<file path="config.mk">
export PLATFORM = sky130hd
export DESIGN_NAME = sbpp_store
export DESIGN_NICKNAME = d
export VERILOG_FILES = /design/src/sbpp_store.sv
export SDC_FILE = /design/constraint.sdc
export NUM_CORES = 2
export LEC_CHECK = 0
export BUFFER_PORTS_ARGS = -buffer_cell sky130_fd_sc_hd__buf_2
export CAP_MARGIN = 25
export CORE_MARGIN = 8
export CORE_UTILIZATION = 55
export DETAILED_ROUTE_END_ITERATION = 10
export HOLD_SLACK_MARGIN = 0.06
export PLACE_DENSITY = 0.82
export SETUP_SLACK_MARGIN = 0.05
export SLEW_MARGIN = 0
export SYNTH_ARGS = -nofsm -noshare
export SYNTH_HDL_FRONTEND = slang
export SYNTH_SLANG_ARGS = --single-unit
</file>
<file path="constraint.sdc">
create_clock -name clk -period 8.8 [get_ports clk]
set_clock_uncertainty 0.1 [all_clocks]
set_input_delay 1.76 -clock clk [delete_from_list [all_inputs] [get_ports clk]]
set_output_delay 1.76 -clock clk [all_outputs]
set_load 0.005 [all_outputs]
</file>
<file path="src/sbpp_store.sv">
// ----------------------------------------------------------------------------
// sbpp_store: section sample memory
// one write port, one read port, registered read data
// ----------------------------------------------------------------------------
module sbpp_store #(
  parameter int DEPTH = 130,
  parameter int AW    = 8,
  parameter int DW    = 16
) (
  input  logic          clk,
  input  logic          wr_en,
  input  logic [AW-1:0] wr_addr,
  input  logic [DW-1:0] wr_data,
  input  logic          rd_en,
  input  logic [AW-1:0] rd_addr,
  output logic [DW-1:0] rd_data
);

  // writes happen while loading, reads while scanning: never the same cycle
  logic [DW-1:0] mem [DEPTH];

  always_ff @(posedge clk) begin
    if (wr_en) begin
      mem[wr_addr] <= wr_data;
    end
  end

  always_ff @(posedge clk) begin
    if (rd_en) begin
      rd_data <= mem[rd_addr];
    end
  end

endmodule

</file>
==> qor.yml <==
status:
  status: "finished clean"
sta:
  rsz0062_at_grt: "false"
  setup_viol: 0
  post-route-period-util_pct: 60.3
  finalSetupTns_ps: 0
  max_freq_mhz: 188
  finalHoldViolations: 0
  drv_slew: 0
  slew_headroom_pct: 23.6
  period_needed_ps: 5310
  worst-slew-pin-transition_ps: 1120
pwr:
  total_leakage_power_uw: 0.0287
  p_per_area_mw_per_mm2: 222
  peakVddDrop_mv: 0.218
  total_power_uw: 20000
min_path:
  min_path_cells: 3
  hold_path_class: "reg -> reg"
synthesis:
  syn_area_mm2: 0.0816
  syn_inst: 3867
  synth_flop_cell: "edfxtp_1"
  synth_edf_count: 2096
  synth_top_family_by_area: "multiplexers"
  synth_compound_area_share_pct: 3.08
  synth_fa_ha_area_share_pct: 0
  yosysWarnings: 0
  ys_ff_latch: 2096
  synth_cell_types: 60
  ys_top_cells_by_area: "edfxtp_1 (77%), mux4_2 (11%), mux2i_1 (2.7%)"
  postSynth.asyncResetShare_pct: 0
  yosys.area_share.simple_pct: 2.79
  synth_xor_xnor_area_share_pct: 0
  ys_seq_area_share_pct: 77.1
  synth_area_leader_cell: "edfxtp_1"
  avgSynthCellArea_um2: 21.1
  synth_fp_nets: 3902
  synth_top_area_share_pct: 77.1
  synthMuxAreaShare_pct: 14.8
clock_tree:
  cts_inserted_buffers: 194
  cts_buffer_depth: 3
  clk_pin_slew_worst_paths_ps: 60
  cts_root_buffer: "clkbuf_16"
  cts_resized: 0
  ctsHtreeMaxLevel: 4
  cts_tree: "done"
  cts_sinks: 2096
  ctsHoldBuffers: 0
  clk_latency_ps: 830
  post_cts_buffers: 0
finish:
  drive_above_1_share_pct: 22.3
  fin_area_mm2: 0.0903
  layout.cells.non_filler: 6196
  post-route-util_pct: 61.2
  nets: 4128
  syn_to_final_growth_pct: 10.7
  fillers: 9487
route:
  drc_errors: 0
  vias: 42300
  wl_per_cell_um: 33.7
  antenna_left: 0
  drt_wl_total_um: 209000
  drt_iter0_markers: 7108
  via_per_inst: 6.83
  drt_first_pass_iters: 10
floorplan:
  start_util_pct: 55.3
  core_mm2: 0.147
  die_area_mm2: 0.161
  die_w_um: 401
  io_pins: 51
  die_y_um: 401
  std_cell_rows: 141
grt:
  grt_pass1_vias: 41800
  grtUsageTotal_pct: 25.3
  overflow: 0
  antenna_found_initial: 22
  grt_pass1_wl_um: 297000
  grt_start_max_net_pins: 111
worst_setup_path:
  start_kind: "input port"
  r2r_end: "rd_data[10]"
  r2r_cells: 6
  rrSetupSlack_ps: 5650
  cp-end-kind: "register"
  crit_arrival_ps: 5750
  r2r-start: "mem[126][10]"
  path_class: "in -> reg"
  startpoint: "rd_addr[1]"
  crit_end: "rd_data[6]"
  critical_path_required_ps: 9240
  path_max_fanout: 49
placement:
  placed_cells: 5824
  port_buffers: 50
  place_hpwl_um: 119000
  placedInstanceArea_mm2: 0.0842
  gp_congestion: 0.919
flow_run:
  cap_violations: 0
per-layer routing:
layer	global-route usage, %	routed length, µm
met3	7.75	29800
met5	0	40
met1	33.3	71000
met4	11.1	10500
met2	39.4	97200
through the flow:
step                setup WS [ps]  hold WS [ps]
floorplan                    4730           527
global placement             2430           540
detailed placement           2990           566
CTS                          3850           595
global route                 3520           636
finish                       3490           590
where the power goes:
part | internal [µW] | leakage (µW) | switching [µW] | total [µW]
logic | 315 | 0.00694 | 684 | 999
registers | 11000 | 0.0189 | 17.1 | 11000
clock network | 4400 | 0.00294 | 3610 | 8010
sequential cells by signal, summed over array words and instances, names as in the netlist:
| name | count |
|---|---|
| mem | 2080 |
| rd_data | 16 |
kinds of logic (layout without fill, tap and decap cells):
logic type,count (synthesis),in the layout
DFF,2096,2096
muxes,668,668
and+or+nand+nor,525,525
AOI/OAI and AO/OA,352,352
buffers and inverters,226,610
other,0,15
area by class of cell:
type                    count  area (µm²)  share of cell area (%)
flip-flops and latches   2096       62900                    69.7
multi-input cells        1545       16900                    18.7
clock buffers             241        5070                    5.62
well taps                1930        2410                    2.67
repair buffers            252        1980                    2.19
clock inverters           113         932                    1.03
diodes                     15        37.5                  0.0416
inverters                   4        16.3                  0.0180
critical path, stage by stage:
cell and delay [ps]:
buf_8 320, buf_4 550, clkinv_2 590, buf_4 520, o21ai_0 380, nor2_1 60
a2111oi_0 980, buf_2 300, o311ai_1 110
placed cells by master, fill, tap and decap left out, types with 47 or more instances in the layout:
| cell | count |
|---|---|
| edfxtp_1 | 2096 |
| mux4_2 | 385 |
| mux2i_1 | 220 |
| buf_4 | 199 |
| nand2_1 | 196 |
| clkbuf_16 | 196 |
| nor2_1 | 177 |
| clkinv_1 | 49 |
| a22oi_1 | 48 |
| a21oi_1 | 47 |
how the worst min path moves through the flow:
| stage | startpoint | end |
|---|---|---|
| after floorplan | mem[129][13] | rd_data[13] |
| after global placement | mem[128][13] | rd_data[13] |
| after detailed placement | mem[128][0] | rd_data[0] |
| after CTS | mem[128][0] | rd_data[0] |
| after global routing | mem[129][0] | rd_data[0] |
| final | mem[128][0] | rd_data[0] |
cell usage after synthesis, types with 4 or more instances:
cell type,n
a2bb2oi_1,6
buf_2,54
nand3_1,39
a21oi_1,47
and2_1,20
nor4_1,4
buf_6,36
a22oi_1,48
buf_4,28
nand2b_1,8
nor2_1,183
clkbuf_1,47
mux4_1,35
o21ai_0,30
mux2_2,28
or2_2,4
o22ai_1,19
mux2i_1,220
o211ai_1,14
edfxtp_1,2096
and3_1,8
clkbuf_8,4
nand2_1,196
buf_1,14
nor3_1,20
buf_12,11
o311ai_0,6
a221o_1,9
nand4_1,23
nor2b_1,13
o221ai_1,26
o32ai_1,6
a211oi_1,18
o21ai_1,18
dlygate4sd1_1,5
clkbuf_4,5
a311oi_1,6
a2111oi_0,18
mux4_2,385
buf_8,18
a31oi_1,40
a221oi_1,22
(Power assumes the default switching activity.)
