===== src/sbpp_smul.sv =====
// ----------------------------------------------------------------------------
// sbpp_smul: shared shift-add multiplier
// one multiplier bit per cycle, stops once the remaining bits are zero
// ----------------------------------------------------------------------------
module sbpp_smul #(
  parameter int A_W = 48,
  parameter int B_W = 24,
  parameter int P_W = 68
) (
  input  logic           clk,
  input  logic           rst,
  input  logic           start,
  input  logic [A_W-1:0] a,
  input  logic [B_W-1:0] b,
  output logic [P_W-1:0] p,
  output logic           done
);

  logic           busy;
  logic [P_W-1:0] ma;
  logic [B_W-1:0] mb;
  logic [P_W-1:0] acc;

  assign p = acc;

  always_ff @(posedge clk) begin
    if (rst) begin
      busy <= 1'b0;
      done <= 1'b0;
    end else begin
      done <= 1'b0;
      if (start) begin
        ma   <= P_W'(a);
        mb   <= b;
        acc  <= '0;
        busy <= 1'b1;
      end else if (busy) begin
        if (mb == '0) begin
          busy <= 1'b0;
          done <= 1'b1;
        end else begin
          if (mb[0]) begin
            acc <= acc + ma;
          end
          ma <= ma << 1;
          mb <= mb >> 1;
        end
      end
    end
  end

endmodule


===== config.mk =====
export PLATFORM = sky130hd
export DESIGN_NAME = sbpp_smul
export DESIGN_NICKNAME = d
export VERILOG_FILES = /design/src/sbpp_smul.sv
export SDC_FILE = /design/constraint.sdc
export NUM_CORES = 1
export LEC_CHECK = 0
export ABC_CLOCK_PERIOD_IN_PS = 7500
export BUFFER_PORTS_ARGS = -buffer_cell sky130_fd_sc_hd__buf_2
export CORE_MARGIN = 1
export CORE_UTILIZATION = 53
export CTS_CLUSTER_SIZE = 16
export DETAILED_ROUTE_END_ITERATION = 12
export PLACE_DENSITY = 0.79
export SLEW_MARGIN = 5
export SYNTH_ARGS = -nofsm -noshare
export SYNTH_HDL_FRONTEND = slang
export SYNTH_SLANG_ARGS = --single-unit
export TNS_END_PERCENT = 1

===== constraint.sdc =====
create_clock -name clk -period 7.5 [get_ports clk]
set_input_delay 0.375 -clock clk [delete_from_list [all_inputs] [get_ports clk]]
set_output_delay 0.375 -clock clk [all_outputs]
set_load 0.05 [all_outputs]

==> results.md <==
- DRT iter0 DRCs: between 600 and 700
- Vias in the first global route: 7,676
- First-pass GRT wire length: 38.39 mm
- End of the worst register-to-register path: p[55]$_SDFFCE_PP0P_
- Setup crit end kind: flop
- Min-Delay Startpoint: rst
- Slew Viols, Final: 0
- R2R depth: 11
- Highest metal layer with signal wires: met4
- GRT overflow: 0
- DR vias: around 8.0k
- Main synth FF type: edfxtp_1
- Largest net degree at the start of global routing: 103
- Slew @ Worst Pin: 1011 ps
- Cell breakdown of the critical path: ha_1 -> a21o_1 -> a21oi_1 -> or4_4 -> a2111o_1 -> a41oi_4 -> a41oi_4 -> o21ai_1 -> a21oi_1 -> o21ai_1 -> mux2_2
- Clock-pin slew on the worst setup and hold paths: 70 ps
- DRT met1 WL: 10.79 mm
- FP Rows: 50
- Leading area contributor after synthesis: edfxtp_1
- Synth unique cells: 55
- Die Span X: 140.7 um
- Slew HR: approximately 33%
- CTS Root Buffer Type: clkbuf_16
- Final WS setup: 3684 ps
- Routability cong.: 0.9473
- Die height: 140.7 um
- 1st-pass router iterations: 5
- R2R Setup Slk: between 3000 and 4000 ps
- Register area: a little under 5000 um^2
- Total CTS buffers: 17
- Initial Util: 54.35%
- Mapped Cells: 958
- Asr flop ratio synth: 0%
- Port bufs: 143
- Layout cell share with drive strength beyond 1: 24.08%
- Post-layout minimum cycle time: 3816 ps
- CP max-delay cell: or4_4
- Total die area: between 15,000 and 20,000 um^2
- Yosys reg bits: 162
- DRC Markers: 0
- CTS sink count: 162
- CP arrival: 4000 ps
- Crit-path max FO: 6
- Routed WL: 23.98 mm
- Via/cell ratio: 6.031
- Syn_nets: roughly 1.1k
- Slowest stage delay, CP: roughly 540 ps
- Synthesized area: 10,200 um^2
- Outcome: finished clean
- Final worst path period share: between 50% and 60%
- Top cells by area, synth: edfxtp_1 47%, ha_1 8.2%, mux2_2 7.9%
- Max_cap viols: 0
- Most common cell in the netlist: edfxtp_1
- Dominant combinational cell family by area after synthesis: compound AO/OA/AOI/OAI gates
- Yosys warnings: 0
- Initial antenna violation count: 1
- Max VDD drop: 0.0001528 V
- P_leak: 4.638 nW
- Simple-gate share of the synthesized area: 13.82%
- Area occupied by multi-input gates: roughly 5100 um^2
- Setup Buffers After CTS: 0
- Hold_buf cts: 0
- Hold Crit Depth: 2
- Crit Path Category: flop to flop
- RSZ-0062 raised after global routing: no
- Post-Synth XOR/XNOR Area: under 10%
- Fmax: 262.1 MHz
- PwrDens: 239.4 nW/um^2
- Startpoint types: flop
- Register area share after synthesis: a little under half
- Wire per inst: 18.07 um
- Final Hold Violating Endpoints: 0
- Worst reg2reg startpoint: p[1]$_SDFFCE_PP0P_
- Post-synth EDFFs: 160
- DP Wirelength: 17.47 mm
- Yosys top cell area share: 47.11%
- Top cells by count, synth: 160 x edfxtp_1, 102 x nor2_1, 94 x a21oi_1, 72 x mux2_2, 67 x ha_1
- Filler Cell Count: roughly 1.5k
- Routed wl met3: 1.440 mm
- Post-Synth Adder-Cell Area: 8.415%
- WP data required: between 7000 and 8000 ps
- Top Ports: around 140
- Met2 routed WL: around 11 mm
- Final Setup Violations: 0
- GRT Total Usage: between 20 and 25%
- Total Nets Final: approximately 1.2k
- Worst-Skew Late Latency: 440 ps
- Hold Path Sink: busy$_SDFF_PP0_
- Synth Area in Compound Gates: between 15 and 20%
- PostCTS Resize Cnt: 0
- Post-Place Worst Slack: around 3700 ps
- Hold WC Path Type: input port to flop
- Core Area: 18,770 um^2
- CTS tree: done
- Syn avg cell area: 10.65 um^2
- Post-route ant nets: 0
- Clock Path Buffers: 2
- Area growth from synthesis to layout: 14.74%
- Post-synthesis mux area share: 7.949%
- Total negative setup slack: 0 ps
- # H-tree levels: 4
- Clk_skew: ~13 ps
layout make-up:
cell class                 count  share of cell area, %
clock buffer                  17                  3.635
sequential                   162                  41.39
tap                          234                  2.502
timing repair buffer         146                  6.361
inverter                      17                 0.5452
antenna                        1                0.02138
clock inverter                15                  1.668
multi-input combinational    735                  43.87
cells by family (layout without fill, tap and decap cells):
kind of cell	after synthesis	count (layout)
xor+xnor	56	56
simple gates	295	295
buf+inv	61	195
fa+ha+maj	68	68
flops	162	162
mux	72	72
other cells	0	1
compound gates	244	244
state kept, by name (all words and copies together), names as in the netlist:
register / count
busy: 1
done: 1
ma: 68
mb: 24
p: 68
placed cells by master (no fill, tap or decap), types with 18 or more instances in the layout:
cell type / count
edfxtp_1: 160
buf_2: 142
nor2_1: 101
a21oi_1: 94
mux2_2: 72
ha_1: 67
nand2_1: 64
o21ai_0: 48
a21o_1: 29
xnor2_1: 29
nor2b_1: 28
xor2_1: 27
nand4_1: 21
nand3_1: 18
report_power, final:
| group | switching [mW] | internal, mW |
|---|---|---|
| clock network | 0.423 | 0.481 |
| registers | 0.0421 | 1.09 |
| logic | 0.489 | 0.274 |
| total | 0.955 | 1.85 |
worst max-delay path, delay by kind of cell (launching register included):
family	cells	cell delay, ps
flip-flops	1	440
adder cells (fa/ha/maj)	1	300
multiplexers	1	340
AND/OR/NAND/NOR	1	540
AO/OA/AOI/OAI	8	1950
metrics by stage:
step | cell area [um^2] | util, % | hold WS, ps | power, mW | instances
after floorplan | 10200 | - | 447.4 | 1.729 | 958
final | 11700 | 62.36 | 158.7 | 2.801 | 1327
after global routing | 11700 | 62.35 | 159.2 | 2.917 | 1326
after detailed placement | 11080 | 59.04 | 476.2 | 1.906 | 1294
after global placement | 11080 | 59.04 | 468.5 | 1.890 | 1294
after CTS | 11700 | 62.35 | 147.5 | 2.810 | 1326
layer usage:
layer  vias up  global-route usage [%]
li1       3849                       -
met1      3856                   33.47
met2       262                   39.67
met3        36                   4.450
met4         0                   8.295
met5         -                       0
worst max path at each step:
stage,endpoint,startpoint,slack [ps],cells past startpoint
after CTS,p[55]$_SDFFCE_PP0P_,p[1]$_SDFFCE_PP0P_,3710,11
after floorplan,p[0]$_SDFFCE_PP0P_,start,370,5
final,p[55]$_SDFFCE_PP0P_,p[1]$_SDFFCE_PP0P_,3680,11
after global placement,p[55]$_SDFFCE_PP0P_,p[1]$_SDFFCE_PP0P_,3790,11
after global routing,p[55]$_SDFFCE_PP0P_,p[1]$_SDFFCE_PP0P_,3510,11
after detailed placement,p[55]$_SDFFCE_PP0P_,p[1]$_SDFFCE_PP0P_,3740,11
Note: power is estimated with default switching activity, not from simulation.
