[config.mk]
export PLATFORM = sky130hd
export DESIGN_NAME = sbpp_scan
export DESIGN_NICKNAME = d
export VERILOG_FILES = /design/src/sbpp_pkg.sv /design/src/sbpp_scan.sv
export SDC_FILE = /design/constraint.sdc
export NUM_CORES = 2
export LEC_CHECK = 0
export BUFFER_PORTS_ARGS = -buffer_cell sky130_fd_sc_hd__buf_2
export CORE_MARGIN = 4
export CORE_UTILIZATION = 45
export DETAILED_ROUTE_END_ITERATION = 16
export PLACE_DENSITY = 0.6
export SETUP_SLACK_MARGIN = 0.5
export SLEW_MARGIN = 20
export SYNTH_ARGS = -nofsm -noshare
export SYNTH_HDL_FRONTEND = slang
export SYNTH_SLANG_ARGS = --single-unit
[constraint.sdc]
create_clock -name clk -period 10.5 [get_ports clk]
set_clock_uncertainty 0.15 [all_clocks]
set_input_delay 1.05 -clock clk [delete_from_list [all_inputs] [get_ports clk]]
set_output_delay 1.05 -clock clk [all_outputs]
set_load 0.05 [all_outputs]
[src/sbpp_pkg.sv]
// ----------------------------------------------------------------------------
// sbpp_pkg: shared types and constants of the section beat peak picker
// register indexes, register widths and reset values, result beat layout
// ----------------------------------------------------------------------------
package sbpp_pkg;

  localparam int CFG_INDEX_W = 4;
  localparam int CFG_DATA_W  = 10;
  localparam int LENGTH_W    = 8;
  localparam int FACTOR_W    = 10;
  localparam int OFFSET_W    = 7;
  localparam int THRESH_SHIFT = 16;

  localparam logic [CFG_INDEX_W-1:0] REG_SECTION_LENGTH = 4'd0;
  localparam logic [CFG_INDEX_W-1:0] REG_STD_FACTOR     = 4'd1;

  localparam logic [LENGTH_W-1:0] LENGTH_RESET = 8'd128;
  localparam logic [FACTOR_W-1:0] FACTOR_RESET = 10'd256;

  typedef struct packed {
    logic [OFFSET_W-1:0] offset;
    logic                valid;
    logic                done;
  } beat_t;

endpackage

[src/sbpp_scan.sv]
// ----------------------------------------------------------------------------
// sbpp_scan: peak scan over the stored section
// streams the memory through a three-sample window, tests each inner sample
// against the threshold in a short pipeline and holds back the latest beat
// ----------------------------------------------------------------------------
module sbpp_scan #(
  parameter int SAMPLE_BITS = 16,
  parameter int AW = 8,
  parameter int CW = 8,
  parameter int SW = 24,
  parameter int RW = 68
) (
  input  logic                          clk,
  input  logic                          rst,
  input  logic                          start,
  input  logic                          adv,
  input  logic [CW-1:0]                 n,
  input  logic signed [SW-1:0]          run_sum,
  input  logic [RW-1:0]                 thresh,
  output logic                          rd_en,
  output logic [AW-1:0]                 rd_addr,
  input  logic signed [SAMPLE_BITS-1:0] rd_data,
  output logic                          emit,
  output sbpp_pkg::beat_t               beat,
  output logic                          done
);

  localparam int OW   = sbpp_pkg::OFFSET_W;
  localparam int NCW  = SAMPLE_BITS + CW + 1;
  localparam int DMW  = SAMPLE_BITS + CW;
  localparam int D2W  = 2 * DMW;
  localparam int L2W  = (D2W > 64) ? 64 : D2W;
  localparam int LHW  = L2W + sbpp_pkg::THRESH_SHIFT;
  localparam int CMPW = (LHW > RW) ? LHW : RW;

  logic                          active;
  logic [AW-1:0]                 rd_cnt;
  // window stage
  logic                          v1;
  logic [AW-1:0]                 idx1;
  logic signed [SAMPLE_BITS-1:0] w0;
  logic signed [SAMPLE_BITS-1:0] w1;
  // n*x stage
  logic                          v2;
  logic                          peak2;
  logic [AW-1:0]                 off2;
  logic                          last2;
  logic signed [NCW-1:0]         nc2;
  // deviation stage
  logic                          v3;
  logic                          cand3;
  logic [AW-1:0]                 off3;
  logic                          last3;
  logic [DMW-1:0]                ad3;
  // square stage
  logic                          v4;
  logic                          cand4;
  logic [AW-1:0]                 off4;
  logic                          last4;
  logic [D2W-1:0]                d2_4;
  // held-back beat
  logic                          pend_valid;
  logic [AW-1:0]                 pend;
  logic                          flush;

  logic signed [NCW-1:0]         dev;
  logic                          dev_pos;
  logic [CMPW-1:0]               lhs;
  logic                          hit;

  assign rd_en   = active && adv;
  assign rd_addr = rd_cnt;

  assign dev     = nc2 - NCW'(run_sum);
  assign dev_pos = !dev[NCW-1] && (dev != '0);
  // square kept to 64 bits before the 2^16 scaling
  assign lhs     = CMPW'({d2_4[L2W-1:0], {sbpp_pkg::THRESH_SHIFT{1'b0}}});
  assign hit     = cand4 && (lhs > CMPW'(thresh));
  assign done    = adv && flush;

  always_comb begin
    emit = 1'b0;
    beat = '0;
    if (adv) begin
      if (flush) begin
        emit        = 1'b1;
        beat.offset = pend_valid ? OW'(pend) : '0;
        beat.valid  = pend_valid;
        beat.done   = 1'b1;
      end else if (v4 && hit && pend_valid) begin
        emit        = 1'b1;
        beat.offset = OW'(pend);
        beat.valid  = 1'b1;
        beat.done   = 1'b0;
      end
    end
  end

  always_ff @(posedge clk) begin
    if (rst) begin
      active     <= 1'b0;
      v1         <= 1'b0;
      v2         <= 1'b0;
      v3         <= 1'b0;
      v4         <= 1'b0;
      pend_valid <= 1'b0;
      flush      <= 1'b0;
    end else if (start) begin
      active     <= 1'b1;
      rd_cnt     <= '0;
      pend_valid <= 1'b0;
      flush      <= 1'b0;
    end else if (adv) begin
      if (active) begin
        rd_cnt <= rd_cnt + AW'(1);
        if (CW'(rd_cnt) == n - CW'(1)) begin
          active <= 1'b0;
        end
      end
      v1   <= active;
      idx1 <= rd_cnt;
      if (v1) begin
        w0 <= w1;
        w1 <= rd_data;
      end
      // center is the sample before the one just read
      v2    <= v1 && (idx1 >= AW'(2));
      peak2 <= (w0 < w1) && (rd_data < w1);
      off2  <= idx1 - AW'(2);
      last2 <= CW'(idx1) == n - CW'(1);
      nc2   <= NCW'($signed({1'b0, n})) * NCW'(w1);

      v3    <= v2;
      cand3 <= peak2 && dev_pos;
      ad3   <= DMW'(dev);
      off3  <= off2;
      last3 <= last2;

      v4    <= v3;
      cand4 <= cand3;
      d2_4  <= D2W'(ad3) * D2W'(ad3);
      off4  <= off3;
      last4 <= last3;

      if (v4) begin
        if (hit) begin
          pend       <= off4;
          pend_valid <= 1'b1;
        end
        if (last4) begin
          flush <= 1'b1;
        end
      end
      if (flush) begin
        flush      <= 1'b0;
        pend_valid <= 1'b0;
      end
    end
  end

endmodule

==> summary.md <==
| Metric | Value |
|---|---|
| Outcome | finished, final reports clean |
| Commonest non-fill, non-tap cell in the layout | inv_1 |
| Slowest stage cell on the critical path | edfxtp_1 |
| Total congestion overflow | 0 |
| Min-Delay Path Depth | 0 |
| Crit path top cell by count | fa_1 |
| CP max stage delay | 1.10 ns |
| Detailed Routing Iterations Pass 1 | 5 |
| Max-slew violations | 0 |
| Final setup fails | 0 |
| H-tree depth | 4 |
| Cell accounting for the most synthesized area | fa_1 |
| Yosys warning count | 0 |
| Placed inst area | 31900 µm² |
| Synth Cell Area | 30300 µm² |
| Sequential share of the synthesized area | 18.1% |
| Crit path arrival time | 8.71 ns |
| Synth Flop Type | edfxtp_1 |
| Vias in the first global route | 22800 |
| Initial antenna violation count | 1 |
| Critical path's top delay family | adder cells |
| Post-CTS sizing | 0 |
| Yosys cell types | 65 |
| Hold_sp | off4[3]$_DFFE_PP_ |
| Mean Syn Cell Area | 9.82 µm² |
| Top Ports | 140 |
| Routed len/inst | 16.7 µm |
| Worst Max-Slew Pin Slew | 1.13 ns |
| Setup crit start | ad3[3]$_DFFE_PP_ |
| Max FO, Critical Path | 25 |
| Endpoints failing hold | 0 |
| Post-CTS setup buffer count | 0 |
| Residual DRC count | 0 |
| Vias | 20400 |
| Post-route ant nets | 0 |
| Die area | 71600 µm² |
| Total CTS buffers | 17 |
| Total GRT Usage | 20.1% |
| Yosys reg bits | 185 |
| Setup TNS | 0 ns |
| Area Overhead vs Synth | 7.27% |
| Top cells by area, synth | fa_1, edfxtp_1, ha_1 |
| Number of cells on the critical path | 24 |
| Fin crit share | 82.2% |
| Global-route wire length before repair | 115000 µm |
| Reg2Reg Depth | 24 |
| Crit end category | flop |
| Die X | 268 µm |
| Global placer's final weighted congestion | 0.889 |
| Final min period | 8.64 ns |
| Clock tree sinks | 185 |
| Nets | 4162 |
| Tightest Hold Check Type | flop to flop |
| Clk Latency, worst-skew pair | 0.47 ns |
| CTS clk-pin slew, worst paths | 0.08 ns |
| Cell Chain, Critical Path | nand2_1 > fa_1 > inv_1 > fa_1 > inv_1 > fa_1 > fa_1 > inv_1 > fa_1 > fa_1 > inv_1 > fa_1 > inv_1 > ha_1 > inv_1 > o21bai_1 > a221o_1 > a221oi_1 > o221ai_1 > a21o_1 > a21oi_1 > nor2_1 > a221o_1 > xor2_1 |
| Root buffer cell | clkbuf_16 |
| Post-DP HPWL | 56300 µm |
| Final Instance Area | 32500 µm² |
| Synth Net Count | 4069 |
| Die H | 268 µm |
| Startpoint types | flop |
| Routed WL | 67800 µm |
| Synth Instances | 3088 |
| F_max | 116 MHz |
| Fraction of registers with async set or reset after synthesis | 0% |
| Register-to-Register Setup Slack | 1.86 ns |
| # port buffers | 139 |
| Hold WS | 0.271 ns |
| RSZ-0062 raised after global routing | false |
| Average vias per placed instance | 5.02 |
| Critical path required time | 10.57 ns |
| Fill count | 6107 |
| Critical path buffer and inverter count | 6 |
| Starting DRT DRC Count | 834 |
| Core area | 66200 µm² |
| Commonest non-fill, non-tap cells in the layout | inv_1, fa_1, ha_1, nand2_1, and2_1 |
| Initial Utilization | 45.8% |
| Clock Path Buffers | 2 |
| Crit Path Category | flop to flop |
| Max-cap violations | 0 |
| Synth top area share | 35.1% |
| Reg2reg start | ad3[3]$_DFFE_PP_ |
| Number of synthesized flops with an enable pin | 178 |
| Hold buffers post-CTS | 0 |
| Rel. slew slack | 24.9% |
| TritonCTS clock tree | yes |
| Site Rows | 94 |
| Share of cells above drive strength 1 | 5.92% |
| Largest net degree at the start of global routing | 73 |
[layer usage]
metal	vias to the layer above	GRT usage [%]	wire length [µm]
met2	472	33.4	31900
li1	9659	-	-
met3	70	4.87	4680
met4	0	4.15	1120
met1	10200	27.0	30100
met5	-	0	0
[sequential cells by signal, indices dropped and copies added, names as in the netlist, 7 cells and up]
| name | flops |
|---|---|
| off3 | 7 |
| d2_4 | 47 |
| nc2 | 25 |
| ad3 | 24 |
| w0 | 16 |
| w1 | 16 |
| pend | 7 |
| off2 | 7 |
| off4 | 7 |
| idx1 | 8 |
| rd_addr | 8 |
[stage by stage]
stage | setup slack [ns] | std cells | utilization [%]
after floorplan | 1.85 | 3088 | -
after global placement | 2.07 | 4026 | 48.1
after detailed placement | 1.91 | 4026 | 48.1
after CTS | 1.88 | 4058 | 49.1
after global routing | 1.41 | 4058 | 49.1
final | 1.86 | 4059 | 49.1
[cell type report]
class                           instances  area (µm²)  area share, %
Antenna cell                            1        2.50        0.00770
Clock buffer                           17         425           1.31
Clock inverter                         15         209          0.643
Inverter                              853        3200           9.85
Multi-Input combinational cell       1979       21400           65.7
Sequential cell                       185        5490           16.9
Tap cell                              864        1080           3.33
Timing Repair Buffer                  145         741           2.28
[kinds of logic after synthesis]
group	synth area share, %
and+or+nand+nor	11.4
DFF	18.1
AOI/OAI and AO/OA	6.44
adders and majority gates	48.7
muxes	0.206
buffers and inverters	11.5
xor gates and xnor gates	3.73
[worst paths after layout]
check	to
max	d2_4[45]$_DFFE_PP_
min	pend[3]$_DFFE_PP_
max reg2reg	d2_4[45]$_DFFE_PP_
min reg2reg	pend[3]$_DFFE_PP_
[cells in the mapped netlist, types with 20 or more instances]
cell        n
a21o_1     65
xnor2_1    93
clkbuf_1   69
and2_1    219
a21oi_1    90
inv_1     853
nand2_1   245
nand4_1    20
nor2_1     83
o21ai_0    38
ha_1      330
xor2_1     36
nor2b_1    20
edfxtp_1  178
fa_1      531
[worst register-to-register path, stage by stage (launching register included)]
cell      delay [ns]
edfxtp_1        1.10
nand2_1         0.31
fa_1            0.61
inv_1           0.06
fa_1            0.52
inv_1           0.05
fa_1            0.46
fa_1            0.52
inv_1           0.05
fa_1            0.47
fa_1            0.57
inv_1           0.06
fa_1            0.53
inv_1           0.04
ha_1            0.35
inv_1           0.14
o21bai_1        0.09
a221o_1         0.38
a221oi_1        0.35
o221ai_1        0.21
a21o_1          0.30
a21oi_1         0.44
nor2_1          0.13
a221o_1         0.35
xor2_1          0.14
Power is not shown: default switching activity piles up to over one toggle a cycle in this logic, so the estimate is an artifact.
